$ cat config.mk
export PLATFORM = sky130hd
export DESIGN_NAME = weighted_random_arm_selector
export DESIGN_NICKNAME = d
export VERILOG_FILES = /design/src/rtl/core/wras_pkg.sv /design/src/rtl/core/wras_divider.sv /design/src/rtl/core/wras_value_mem.sv /design/src/rtl/core/weighted_random_arm_selector.sv
export SDC_FILE = /design/constraint.sdc
export NUM_CORES = 2
export LEC_CHECK = 0
export BUFFER_PORTS_ARGS = -buffer_cell sky130_fd_sc_hd__buf_4
export CORE_MARGIN = 3
export CORE_UTILIZATION = 60
export CTS_CLUSTER_SIZE = 40
export DETAILED_ROUTE_END_ITERATION = 8
export HOLD_SLACK_MARGIN = 0.1
export PLACE_DENSITY = 0.77
export SETUP_SLACK_MARGIN = 0.05
export SLEW_MARGIN = 25
export SYNTH_ARGS = -nofsm -noshare
export SYNTH_HDL_FRONTEND = slang
export SYNTH_SLANG_ARGS = --single-unit
$ cat constraint.sdc
create_clock -name clock -period 13.7 [get_ports clock]
set_input_delay 2.74 -clock clock [delete_from_list [all_inputs] [get_ports clock]]
set_output_delay 2.74 -clock clock [all_outputs]
set_load 0.01 [all_outputs]
$ cat src/rtl/core/wras_pkg.sv
// package for the weighted random arm selector
// holds sizes, word types and shared constants; no dependencies
`default_nettype none

package wras_pkg;

   localparam int MAX_ARMS   = 64;
   localparam int ADDR_W     = $clog2(MAX_ARMS);
   localparam int VAL_W      = 17;
   localparam int FRAC_W     = 17;
   localparam int TOT_W      = VAL_W + ADDR_W;
   localparam int TGT_W      = TOT_W + FRAC_W;
   localparam int CSR_W      = 7;
   localparam int SUM_W      = 32;
   localparam int CNT_W      = 16;

   localparam logic [VAL_W-1:0]  VALUE_MAX  = 17'h1FFFF;
   localparam logic [FRAC_W-1:0] ONE_Q16    = 17'h10000;
   localparam logic [CSR_W-1:0]  ARMS_RESET = 7'd64;

   localparam logic CMD_UPDATE = 1'b0;
   localparam logic CMD_DRAW   = 1'b1;

   typedef struct packed {
      logic              cmd;
      logic [5:0]        arm;
      logic [SUM_W-1:0]  reward_sum;
      logic [CNT_W-1:0]  pull_count;
      logic [FRAC_W-1:0] rand_frac;
      logic              new_set;
   } req_type;

   typedef struct packed {
      logic [5:0]  chosen_arm;
      logic        no_choice;
      logic [63:0] chosen_set;
   } rsp_type;

endpackage

`default_nettype wire

$ cat src/rtl/core/wras_divider.sv
// bit-serial restoring divider for the arm mean value
// one quotient bit per cycle; uses wras_pkg
`default_nettype none

module wras_divider (
   input  wire                          clock,
   input  wire                          reset,
   input  wire                          div_start,
   input  wire [wras_pkg::SUM_W-1:0]    dividend,
   input  wire [wras_pkg::CNT_W-1:0]    divisor,
   output logic                         div_done,
   output logic [wras_pkg::VAL_W-1:0]   quotient
);
   import wras_pkg::*;

   localparam int STEPS  = SUM_W;
   localparam int STEP_W = $clog2(STEPS);

   logic [SUM_W-1:0]  quo_ff;
   logic [CNT_W:0]    rem_ff;
   logic [CNT_W-1:0]  div_ff;
   logic              zero_ff;
   logic [STEP_W-1:0] step_ff;
   logic              run_ff;
   logic              done_ff;

   logic [CNT_W:0]    shifted;
   logic              fits;

   assign shifted = {rem_ff[CNT_W-1:0], quo_ff[SUM_W-1]};
   assign fits    = shifted >= {1'b0, div_ff};

   always_ff @(posedge clock) begin
      if (reset) begin
         run_ff  <= 1'b0;
         done_ff <= 1'b0;
         step_ff <= '0;
      end else begin
         done_ff <= 1'b0;
         if (div_start) begin
            run_ff  <= 1'b1;
            step_ff <= '0;
         end else if (run_ff) begin
            step_ff <= step_ff + 1'b1;
            if (step_ff == STEP_W'(STEPS - 1)) begin
               run_ff  <= 1'b0;
               done_ff <= 1'b1;
            end
         end
      end
   end

   // datapath, no reset needed
   always_ff @(posedge clock) begin
      if (div_start) begin
         quo_ff  <= dividend;
         rem_ff  <= '0;
         div_ff  <= divisor;
         zero_ff <= (divisor == '0);
      end else if (run_ff) begin
         rem_ff <= fits ? (shifted - {1'b0, div_ff}) : shifted;
         quo_ff <= {quo_ff[SUM_W-2:0], fits};
      end
   end

   assign div_done = done_ff;

   always_comb begin
      priority if (zero_ff) begin
         quotient = '0;
      end else if (|quo_ff[SUM_W-1:VAL_W]) begin
         quotient = VALUE_MAX;
      end else begin
         quotient = quo_ff[VAL_W-1:0];
      end
   end

endmodule

`default_nettype wire

$ cat src/rtl/core/wras_value_mem.sv
// arm value store: one write port, one read port, registered read data
// entries never written since reset read as zero; uses wras_pkg
`default_nettype none

module wras_value_mem (
   input  wire                          clock,
   input  wire                          reset,
   input  wire                          wr_en,
   input  wire [wras_pkg::ADDR_W-1:0]   wr_addr,
   input  wire [wras_pkg::VAL_W-1:0]    wr_data,
   input  wire                          rd_en,
   input  wire [wras_pkg::ADDR_W-1:0]   rd_addr,
   output logic [wras_pkg::VAL_W-1:0]   rd_data
);
   import wras_pkg::*;

   logic [VAL_W-1:0]    mem [MAX_ARMS];
   logic [MAX_ARMS-1:0] valid_ff;
   logic [VAL_W-1:0]    rd_q_ff;
   logic                rd_valid_ff;

   always_ff @(posedge clock) begin
      if (wr_en) begin
         mem[wr_addr] <= wr_data;
      end
      if (rd_en) begin
         rd_q_ff <= mem[rd_addr];
      end
   end

   always_ff @(posedge clock) begin
      if (reset) begin
         valid_ff    <= '0;
         rd_valid_ff <= 1'b0;
      end else begin
         if (wr_en) begin
            valid_ff[wr_addr] <= 1'b1;
         end
         if (rd_en) begin
            rd_valid_ff <= valid_ff[rd_addr];
         end
      end
   end

   assign rd_data = rd_valid_ff ? rd_q_ff : '0;

endmodule

`default_nettype wire

$ cat src/rtl/core/weighted_random_arm_selector.sv
// top level of the weighted random arm selector (roulette wheel over arm means)
// uses wras_pkg, wras_divider and wras_value_mem
`default_nettype none

// usage
//  - input words enter on req_data and are taken at a clock edge with start high
//    and busy low; busy stays high until the word is fully processed
//  - an update word (cmd 0) runs a serial divide of reward_sum by pull_count and
//    writes the saturated Q1.16 mean into the arm value memory; no result word
//  - a draw word (cmd 1) yields exactly one result word on rsp_data, marked by a
//    one-cycle rsp_strobe; the receiver cannot stall, every strobe is a result
//  - order of work: an update loads the divider, runs its 32 divide steps, then
//    writes the memory; a draw totals the memory over the n arms in use, then
//    multiplies, then scans prefix sums until a hit or the last arm, then sets
//    the result register; the value memory has a single read port, so total and scan run in turn
//  - a new word may be accepted in the cycle the result strobe is shown
//  - csr_wr_en/csr_wr_data write arms_in_use; write only while busy is low
//  - reset clears the memory valid bits (all arm values read as zero), the
//    chosen-arm bitmap, and sets arms_in_use to 64; no clearing pass needed
//  - reads and writes of the memory never overlap: one word at a time
module weighted_random_arm_selector (
   input  wire                          clock,
   input  wire                          reset,
   input  wire                          start,
   output logic                         busy,
   input  wire wras_pkg::req_type       req_data,
   output logic                         rsp_strobe,
   output wras_pkg::rsp_type            rsp_data,
   input  wire                          csr_wr_en,
   input  wire [wras_pkg::CSR_W-1:0]    csr_wr_data
);
   import wras_pkg::*;

   typedef enum logic [2:0] {
      S_IDLE,
      S_DIV,
      S_SUM,
      S_MUL,
      S_SCAN
   } state_type;

   state_type          state_ff;
   logic [CSR_W-1:0]   arms_ff;
   logic [ADDR_W-1:0]  last_addr_ff;
   logic [ADDR_W-1:0]  iss_ff;
   logic               iss_done_ff;
   logic               rd_pend_ff;
   logic [ADDR_W-1:0]  rd_idx_ff;
   logic [TOT_W-1:0]   total_ff;
   logic [TOT_W-1:0]   prefix_ff;
   logic [TGT_W-1:0]   target_ff;
   logic [FRAC_W-1:0]  frac_ff;
   logic [ADDR_W-1:0]  upd_arm_ff;
   logic [63:0]        bitmap_ff;
   logic               rsp_strobe_ff;
   rsp_type            rsp_ff;

   logic               accept;
   logic               div_start;
   logic               div_done;
   logic [VAL_W-1:0]   div_quo;
   logic               mem_wr_en;
   logic               mem_rd_en;
   logic [VAL_W-1:0]   mem_rd_data;
   logic [TOT_W-1:0]   total_in;
   logic [TOT_W-1:0]   prefix_in;
   logic               hit;
   logic [ADDR_W-1:0]  last_addr_in;
   logic [63:0]        pick_bit;

   assign accept    = start && !busy;
   assign busy      = (state_ff != S_IDLE);
   assign div_start = accept && (req_data.cmd == CMD_UPDATE)
                      && (32'(req_data.arm) < MAX_ARMS);
   assign mem_wr_en = (state_ff == S_DIV) && div_done;
   assign mem_rd_en = ((state_ff == S_SUM) || (state_ff == S_SCAN)) && !iss_done_ff;

   // running sums over the words coming back from the memory
   assign total_in  = total_ff + TOT_W'(mem_rd_data);
   assign prefix_in = prefix_ff + TOT_W'(mem_rd_data);
   // r * T <= prefix * 65536, exact
   assign hit       = target_ff <= TGT_W'({prefix_in, 16'b0});
   assign pick_bit  = 64'(1) << rd_idx_ff;

   // clamp arms in use to 1..MAX_ARMS, kept as the last arm index
   always_comb begin
      priority if (arms_ff == '0) begin
         last_addr_in = '0;
      end else if (32'(arms_ff) > MAX_ARMS) begin
         last_addr_in = ADDR_W'(MAX_ARMS - 1);
      end else begin
         last_addr_in = ADDR_W'(arms_ff - 1'b1);
      end
   end

   wras_divider u_divider (
      .clock     (clock),
      .reset     (reset),
      .div_start (div_start),
      .dividend  (req_data.reward_sum),
      .divisor   (req_data.pull_count),
      .div_done  (div_done),
      .quotient  (div_quo)
   );

   wras_value_mem u_value_mem (
      .clock   (clock),
      .reset   (reset),
      .wr_en   (mem_wr_en),
      .wr_addr (upd_arm_ff),
      .wr_data (div_quo),
      .rd_en   (mem_rd_en),
      .rd_addr (iss_ff),
      .rd_data (mem_rd_data)
   );

   // config register
   always_ff @(posedge clock) begin
      if (reset) begin
         arms_ff <= ARMS_RESET;
      end else if (csr_wr_en) begin
         arms_ff <= csr_wr_data;
      end
   end

   // sequencer, bitmap and result register
   always_ff @(posedge clock) begin
      if (reset) begin
         state_ff      <= S_IDLE;
         bitmap_ff     <= '0;
         rsp_strobe_ff <= 1'b0;
         rd_pend_ff    <= 1'b0;
         iss_done_ff   <= 1'b0;
      end else begin
         rsp_strobe_ff <= 1'b0;
         rd_pend_ff    <= mem_rd_en;
         if (mem_rd_en) begin
            if (iss_ff == last_addr_ff) begin
               iss_done_ff <= 1'b1;
            end else begin
               iss_ff <= iss_ff + 1'b1;
            end
         end
         unique case (state_ff)
            S_IDLE: begin
               if (div_start) begin
                  state_ff <= S_DIV;
               end else if (accept && (req_data.cmd == CMD_DRAW)) begin
                  state_ff    <= S_SUM;
                  iss_ff      <= '0;
                  iss_done_ff <= 1'b0;
                  if (req_data.new_set) begin
                     bitmap_ff <= '0;
                  end
               end
            end
            S_DIV: begin
               if (div_done) begin
                  state_ff <= S_IDLE;
               end
            end
            S_SUM: begin
               if (rd_pend_ff && (rd_idx_ff == last_addr_ff)) begin
                  state_ff <= S_MUL;
               end
            end
            S_MUL: begin
               iss_ff      <= '0;
               iss_done_ff <= 1'b0;
               if (total_ff == '0) begin
                  // zero total: no arm, bitmap untouched
                  state_ff          <= S_IDLE;
                  rsp_strobe_ff     <= 1'b1;
                  rsp_ff.chosen_arm <= '0;
                  rsp_ff.no_choice  <= 1'b1;
                  rsp_ff.chosen_set <= bitmap_ff;
               end else begin
                  state_ff <= S_SCAN;
               end
            end
            S_SCAN: begin
               if (rd_pend_ff && (hit || (rd_idx_ff == last_addr_ff))) begin
                  state_ff          <= S_IDLE;
                  rsp_strobe_ff     <= 1'b1;
                  rsp_ff.chosen_arm <= 6'(rd_idx_ff);
                  rsp_ff.no_choice  <= 1'b0;
                  rsp_ff.chosen_set <= bitmap_ff | pick_bit;
                  bitmap_ff         <= bitmap_ff | pick_bit;
               end
            end
            default: begin
               state_ff <= S_IDLE;
            end
         endcase
      end
   end

   // datapath registers
   always_ff @(posedge clock) begin
      rd_idx_ff <= iss_ff;
      if (accept) begin
         upd_arm_ff   <= ADDR_W'(req_data.arm);
         last_addr_ff <= last_addr_in;
         total_ff     <= '0;
         prefix_ff    <= '0;
         // fraction above 1.0 counts as 1.0
         frac_ff      <= req_data.rand_frac[FRAC_W-1] ? ONE_Q16 : req_data.rand_frac;
      end else begin
         if ((state_ff == S_SUM) && rd_pend_ff) begin
            total_ff <= total_in;
         end
         if ((state_ff == S_SCAN) && rd_pend_ff) begin
            prefix_ff <= prefix_in;
         end
      end
      if (state_ff == S_MUL) begin
         target_ff <= TGT_W'(frac_ff) * TGT_W'(total_ff);
      end
   end

   assign rsp_strobe = rsp_strobe_ff;
   assign rsp_data   = rsp_ff;

   // result only ever follows the multiply or scan step
   a_rsp_source: assert property (@(posedge clock) disable iff (reset)
      rsp_strobe_ff |-> ($past(state_ff) == S_MUL || $past(state_ff) == S_SCAN))
      else $error("result strobe without a draw in flight");

   a_no_choice_arm: assert property (@(posedge clock) disable iff (reset)
      rsp_strobe_ff && rsp_ff.no_choice |-> rsp_ff.chosen_arm == '0)
      else $error("no-choice result carries an arm");

   a_arm_in_range: assert property (@(posedge clock) disable iff (reset)
      rsp_strobe_ff && !rsp_ff.no_choice |-> rsp_ff.chosen_arm <= 6'(last_addr_ff))
      else $error("chosen arm beyond arms in use");

   a_set_has_arm: assert property (@(posedge clock) disable iff (reset)
      rsp_strobe_ff && !rsp_ff.no_choice |-> rsp_ff.chosen_set[rsp_ff.chosen_arm])
      else $error("chosen set misses the chosen arm");

   a_busy_after_accept: assert property (@(posedge clock) disable iff (reset)
      accept && (req_data.cmd == CMD_DRAW) |=> busy)
      else $error("draw accepted without going busy");

endmodule

`default_nettype wire
======== Yosys cells after proc, flatten, opt, wreduce, memory -nomap -nowiden ========
Memories as Yosys holds them, arrays and structs flattened. A register that Yosys moved wholly into a read port is not among the register bits.
Index checks and enable logic that the tools add are counted.
operators by class
  $add $sub $neg .......................... 6
  $mul .................................... 1
  multiplexer cells ....................... 46
  bitwise operators ....................... 5
  shifts and indexed selects .............. 1
  reductions and logical operators ........ 28
  equal/unequal tests ..................... 15
  order comparisons ....................... 6
operators by type and width
  operator                number
  $mux W64                4
  $mux W71                2
  $pmux W71 S2            1
  $or A64 B64 Y64         2
  $pmux W64 S2            1
  $mux W17                4
  $mux W32                2
  $shl A1 B6 Y64 const A  1
  $add A23 B17 Y23        2
  $le A40 B39 Y1          1
  $mul A17 B23 Y40        1
  $mux W6                 5
  $logic_not A23 Y1       1
  $mux W3                 6
  $ge A17 B16 Y1          1
  $logic_not A16 Y1       1
  $mux W16                1
  $sub A16 B16 Y16        1
  $pmux W3 S5             1
  $reduce_or A15 Y1       1
  $lt A6 B7 Y1 const B    2
  $mux W1                 14
  $eq A6 B6 Y1            2
  $ne A2 B2 Y1 const B    6
  27 further kinds        45
storage, ports and cells
  logic and storage cells ................. 136
  bits of input ports ..................... 84
  bits in registers ....................... 412
  memories kept ........................... 1
  output and inout bits ................... 73
  bits in writable memories ............... 1,088
memories
  name             words  bits a word  rd ports  clocked after memory_dff  wr ports  line                  RTL
  u_value_mem.mem  64     17           1         1                         1         wras_value_mem.sv:17  logic [VAL_W-1:0] mem [MAX_ARMS];

======== Logic depth before layout (Yosys ltp) ========
  word-level depth ........................ 7
  mapped depth ............................ 25
  mapped depth without buffers ............ 22

======== By module ========
A second synthesis with hierarchy kept.
unflattened totals
  cell total of the unflattened synthesis .. 4,987
  area, all modules ....................... 73,680.7 µm²
modules (own cells, without submodules)
  module                        instances  cells an instance  area each (µm²)  seq. area each (µm²)
  wras_value_mem                1          1,958              44,636.6         34,483.1
  weighted_random_arm_selector  1          2,622              24,898.9         6,966.7
  wras_divider                  1          407                4,145.2          1,931.9

======== Worst setup path after synthesis ========
No wires, ideal clock.
  kind .................................... register -> register
  from .................................... register u_value_mem.rd_valid_ff
  to ...................................... register rsp_ff, in the netlist rsp_data[0], enable pin
  data required time ...................... 13.177 ns
  arrival ................................. 7.382 ns
  path slack .............................. 5.795 ns
  buffers on the path ..................... 0
  library setup time ...................... 0.523 ns
  period minus slack after synthesis ...... 7.905 ns
  stages on the path, launching flop included .. 20
  cell sequence ........................... dfxtp_1 and2_1 ha_1 inv_1 fa_1 nor2b_1 o21a_1 o21ai_0 a211oi_1 o41ai_1 a21oi_1 nand2_1 xor2_1 ha_1 and4b_1 a2111oi_0 o21ai_1 or3_1 a21o_1 a21oi_1
on the way
  cells in the longest elaborated chain, start to end .. 7
RTL lines
  element                      line                                 RTL
  start, declared              wras_value_mem.sv:20                 logic rd_valid_ff;
  start signal, assigned       wras_value_mem.sv:40                 rd_valid_ff <= valid_ff[rd_addr];
  $mux W17                     wras_value_mem.sv:45                 assign rd_data = rd_valid_ff ? rd_q_ff : '0;
  $add A23 B17 Y23             weighted_random_arm_selector.sv:80   assign prefix_in = prefix_ff + TOT_W'(mem_rd_data);
  $le A40 B39 Y1               weighted_random_arm_selector.sv:82   assign hit = target_ff <= TGT_W'({prefix_in, 16'b0});
  $logic_or A1 B1 Y1           weighted_random_arm_selector.sv:182  if (rd_pend_ff && (hit || (rd_idx_ff == last_addr_ff))) begin
  $logic_and A1 B1 Y1          weighted_random_arm_selector.sv:182
  $ne A2 B2 Y1 (no line)       -
  $reduce_and A4 Y1 (no line)  -
  end, declared                weighted_random_arm_selector.sv:56   rsp_type rsp_ff;
No other way between the ends.
A chain may end at the register's enable or synchronous reset.

======== Worst setup path in the final report ========
  from .................................... register total_ff[7]
  to ...................................... register target_ff[38], data pin
on the way
  cells in the longest elaborated chain, start to end .. 1
RTL lines
  element                 line                                 RTL
  start, declared         weighted_random_arm_selector.sv:49   logic [TOT_W-1:0] total_ff;
  start signal, assigned  weighted_random_arm_selector.sv:210  total_ff <= total_in;
  $mul A17 B23 Y40        weighted_random_arm_selector.sv:217  target_ff <= TGT_W'(frac_ff) * TGT_W'(total_ff);
  end signal, assigned    weighted_random_arm_selector.sv:217
  end, declared           weighted_random_arm_selector.sv:51   logic [TGT_W-1:0] target_ff;
No other way between the ends.

==> summary.txt <==
MaxCap Viol Count - 0
Clock buffer depth - 3
Slew @ Worst Pin - 1070 ps
Part of the cycle the worst path needs - 0.500
Worst EP required - 14,290 ps
HPWL after DPL - 114,000 um
P per Cell Area - 165 nW/um^2
Run status - finished, final reports clean
Synth area leaders - edfxtp_1, fa_1, dfxtp_1
Cells after synthesis - 5,449
Routed Antenna Nets - 0
Die Height - 357 um
Synth area leader - edfxtp_1
Max FO, Critical Path - 20
Hold buffers post-CTS - 0
Sinks on Clock Net - 1,517
Critical path data arrival time - 7430 ps
Post-CTS Setup Bufs - 0
Worst R2R Path Depth - 21
Fmax - 146 MHz
Clock transition at the registers of the reported paths - 60 ps
Initial Utilization - 0.606
Post-Syn Nets - 6,042
Post-synthesis mux area share - 0.0955
Filler instances - 8,212
Hold path cells - 2
Post-layout minimum cycle time - 6840 ps
Synth Area in Simple Gates - 0.0776
Routed len/inst - 24.7 um
CP cell instances - nand2_1 > fa_1 > inv_1 > fa_1 > inv_1 > fa_1 > inv_1 > fa_1 > fa_1 > inv_1 > fa_1 > inv_1 > ha_1 > a21oi_1 > and2_1 > a22o_1 > a31oi_1 > a221oi_2 > o22ai_1 > a31o_2 > o311ai_1
Mean Syn Cell Area - 13.6 sq um
Post-synthesis async set-or-reset flop share - 0
Routability-driven placement congestion ratio - 0.876
Reg-to-Reg Start - total_ff[7]$_SDFFE_PP0P_
DRC errors left - 0
CTS tree - yes
Synth Cell Area - 74,000 sq um
Tightest Hold Check Type - register to register
Met1 Wirelength - 68,100 um
H-tree Lvls - 4
Final hold viol count - 0
CP Class - register to register
CP Capture Type - register
Post-synth EDFFs - 1,300
Die width - 357 um
Post-synth cell types - 75
Cts bufs inserted - 154
Reg2reg setup slack - 6860 ps
CTS resizes - 0
Via density - 6.18
Largest net degree at the start of global routing - 112
Dpl cells - 7,070
Finished Layout Cells - 7,359
Hold Path Sink - bitmap_ff[19]$_SDFFE_PP0P_
Xor and xnor fraction of the mapped netlist area - 0.0120
GRT overflow - 0
RSZ-0062 raised after global routing - false
DRT Wirelength - 182,000 um
Footprint of the multi-input gates - 28,000 sq um
Adder-cell share of the synthesized area - 0.118
Initial DRC Count - 5,182
Worst vdd ir - 0.178 mV
Setup TNS - 0 ps
DR pass1 iterations - 5
Seq cells post-synth - 1,517
Reg area - 43,400 sq um
Crit-path most repeated cell - fa_1
Routed wl met2 - 89,800 um
Hold Startpoint - bitmap_ff[19]$_SDFFE_PP0P_
Final net count - 6,194
Via count - 45,500
Yosys top cell area share - 0.528
Clk_lat worst skew - 780 ps
Port Buf Inserts - 156
Post-synthesis sequential area ratio - 0.586
Synth Area in Compound Gates - 0.0727
Slowest stage delay, CP - 930 ps
Setup violations, final - 0
Root Buffer - clkbuf_16
Total GRT Usage - 0.289
Core footprint - 122,000 sq um
Final slew viol count - 0
Length of routed met3 wiring - 16,800 um
Main combinational cell family by area after synthesis - adder cells
Setup crit start kind - register
IO Pins - 157
Most used DFF post-synth - edfxtp_1
Synth Warn # - 0
Area grow syn2layout - 11.3%
First-pass GRT wire length - 278,000 um
Layout cell share with drive strength beyond 1 - 0.141
Skew final - 25.9 ps
Relative slew slack - 0.284
# rows - 128
R2r endpoint - target_ff[38]$_DFFE_PP_
Highest metal used - met5
Initial antenna violation count - 7
Vias in the first global route - 46,600
Die area - 128,000 sq um
Leakage power - 31.1 nW
Slowest-stage cell, CP - dfxtp_1
-- cells by family (layout without fill, tap and decap cells) --
logic type               Yosys count  after routing
flip-flops                      1517           1517
AND/OR/NAND/NOR                 1264           1264
AO/OA/AOI/OAI                    857            857
buffers and inverters            720           1003
adder cells (fa/ha/maj)          510            510
multiplexers                     480            480
XOR/XNOR                         101            101
other                              0              2
-- stage by stage --
| stage | hold WS, ps | util | total power, W | setup WS (ps) | area, sq um |
|---|---|---|---|---|---|
| finish | 451 | 0.675 | 0.0135 | 6860 | 82300 |
| global route | 466 | 0.674 | 0.0141 | 6420 | 82300 |
| CTS | 452 | 0.674 | 0.0136 | 6850 | 82300 |
| detailed placement | 438 | 0.633 | 0.00934 | 6870 | 77200 |
| global placement | 430 | 0.633 | 0.00928 | 6970 | 77200 |
| floorplan | 343 | - | 0.00815 | 5790 | 74000 |
-- sequential cells by signal, summed over array words and instances, names as in the netlist, 7 cells and up --
register,flops
u_value_mem.mem,1088
rsp_data,71
bitmap_ff,64
u_value_mem.valid_ff,64
target_ff,40
u_divider.quo_ff,32
prefix_ff,23
total_ff,23
frac_ff,17
u_value_mem.rd_q_ff,17
u_divider.div_ff,16
u_divider.rem_ff,16
arms_ff,7
-- routing by layer --
layer | up-vias | track usage
li1 | 20000 | -
met1 | 22800 | 0.379
met2 | 2267 | 0.482
met3 | 444 | 0.0563
met4 | 10 | 0.106
met5 | - | 0
-- placed cells by master, fill, tap and decap left out, types with 73 or more instances in the layout --
master	n
a21oi_1	240
edfxtp_1	1300
buf_4	281
mux2i_1	236
fa_1	317
nand2_1	590
clkbuf_16	156
nor2_1	231
mux4_2	174
and2_1	187
ha_1	192
o21ai_0	196
a21o_1	75
o22ai_1	73
inv_1	430
dfxtp_1	217
-- critical path, delay by kind of cell (launching register included) --
| family | cells | cell delay [ps] |
|---|---|---|
| AOI/OAI and AO/OA | 7 | 1680 |
| adders and majority gates | 7 | 3430 |
| buffers and inverters | 5 | 240 |
| DFF | 1 | 930 |
| and+or+nand+nor | 2 | 370 |
-- where the power goes --
part	switching, W	internal [W]	leakage [nW]	total (W)
Sequential	0.000241	0.00534	13.5	0.00558
Combinational	0.00236	0.00139	15.1	0.00375
Clock	0.00178	0.00244	2.46	0.00422
-- cell usage after synthesis, types with 9 or more instances --
cell and count:
mux2i_1 236, a21o_1 75, nand2_1 592, or3_1 9
nand4_1 20, clkbuf_1 208, nand2b_1 15, o21ai_1 14
nor4_1 19, o22ai_1 73, and2_1 188, mux4_2 174
and3_1 22, xnor2_1 60, a211oi_1 11, ha_1 192
dfxtp_1 217, xor2_1 41, a31oi_1 15, a21oi_1 241
o21bai_1 33, inv_1 431, nand3_1 36, nor2_1 254
edfxtp_1 1300, o221ai_1 70, o211ai_1 10, buf_2 44
o21a_1 57, fa_1 317, nor2b_1 36, o21ai_0 196
buf_1 32, nor3_1 44, mux2_2 70
-- worst max path at each step --
stage,end,from,cells after the start,slack [ps]
after floorplan,rsp_data[0]$_DFFE_PP_,u_value_mem.rd_valid_ff$_SDFFE_PP0P_,19,5790
after global placement,target_ff[34]$_DFFE_PP_,frac_ff[2]$_SDFFCE_PP0P_,21,6970
after detailed placement,target_ff[34]$_DFFE_PP_,total_ff[7]$_SDFFE_PP0P_,21,6870
after CTS,target_ff[34]$_DFFE_PP_,total_ff[7]$_SDFFE_PP0P_,21,6850
after global routing,target_ff[38]$_DFFE_PP_,total_ff[7]$_SDFFE_PP0P_,21,6420
final,target_ff[38]$_DFFE_PP_,total_ff[7]$_SDFFE_PP0P_,21,6860
-- final cells by class --
class / instances / area share
flip-flops and latches: 1517 / 0.527
multi-input cells: 3212 / 0.341
clock buffers: 201 / 0.0503
repair buffers: 283 / 0.0261
well taps: 1625 / 0.0247
inverters: 433 / 0.0198
clock inverters: 86 / 0.0114
diodes: 2 / 0.0000608
(Power assumes the default switching activity.)
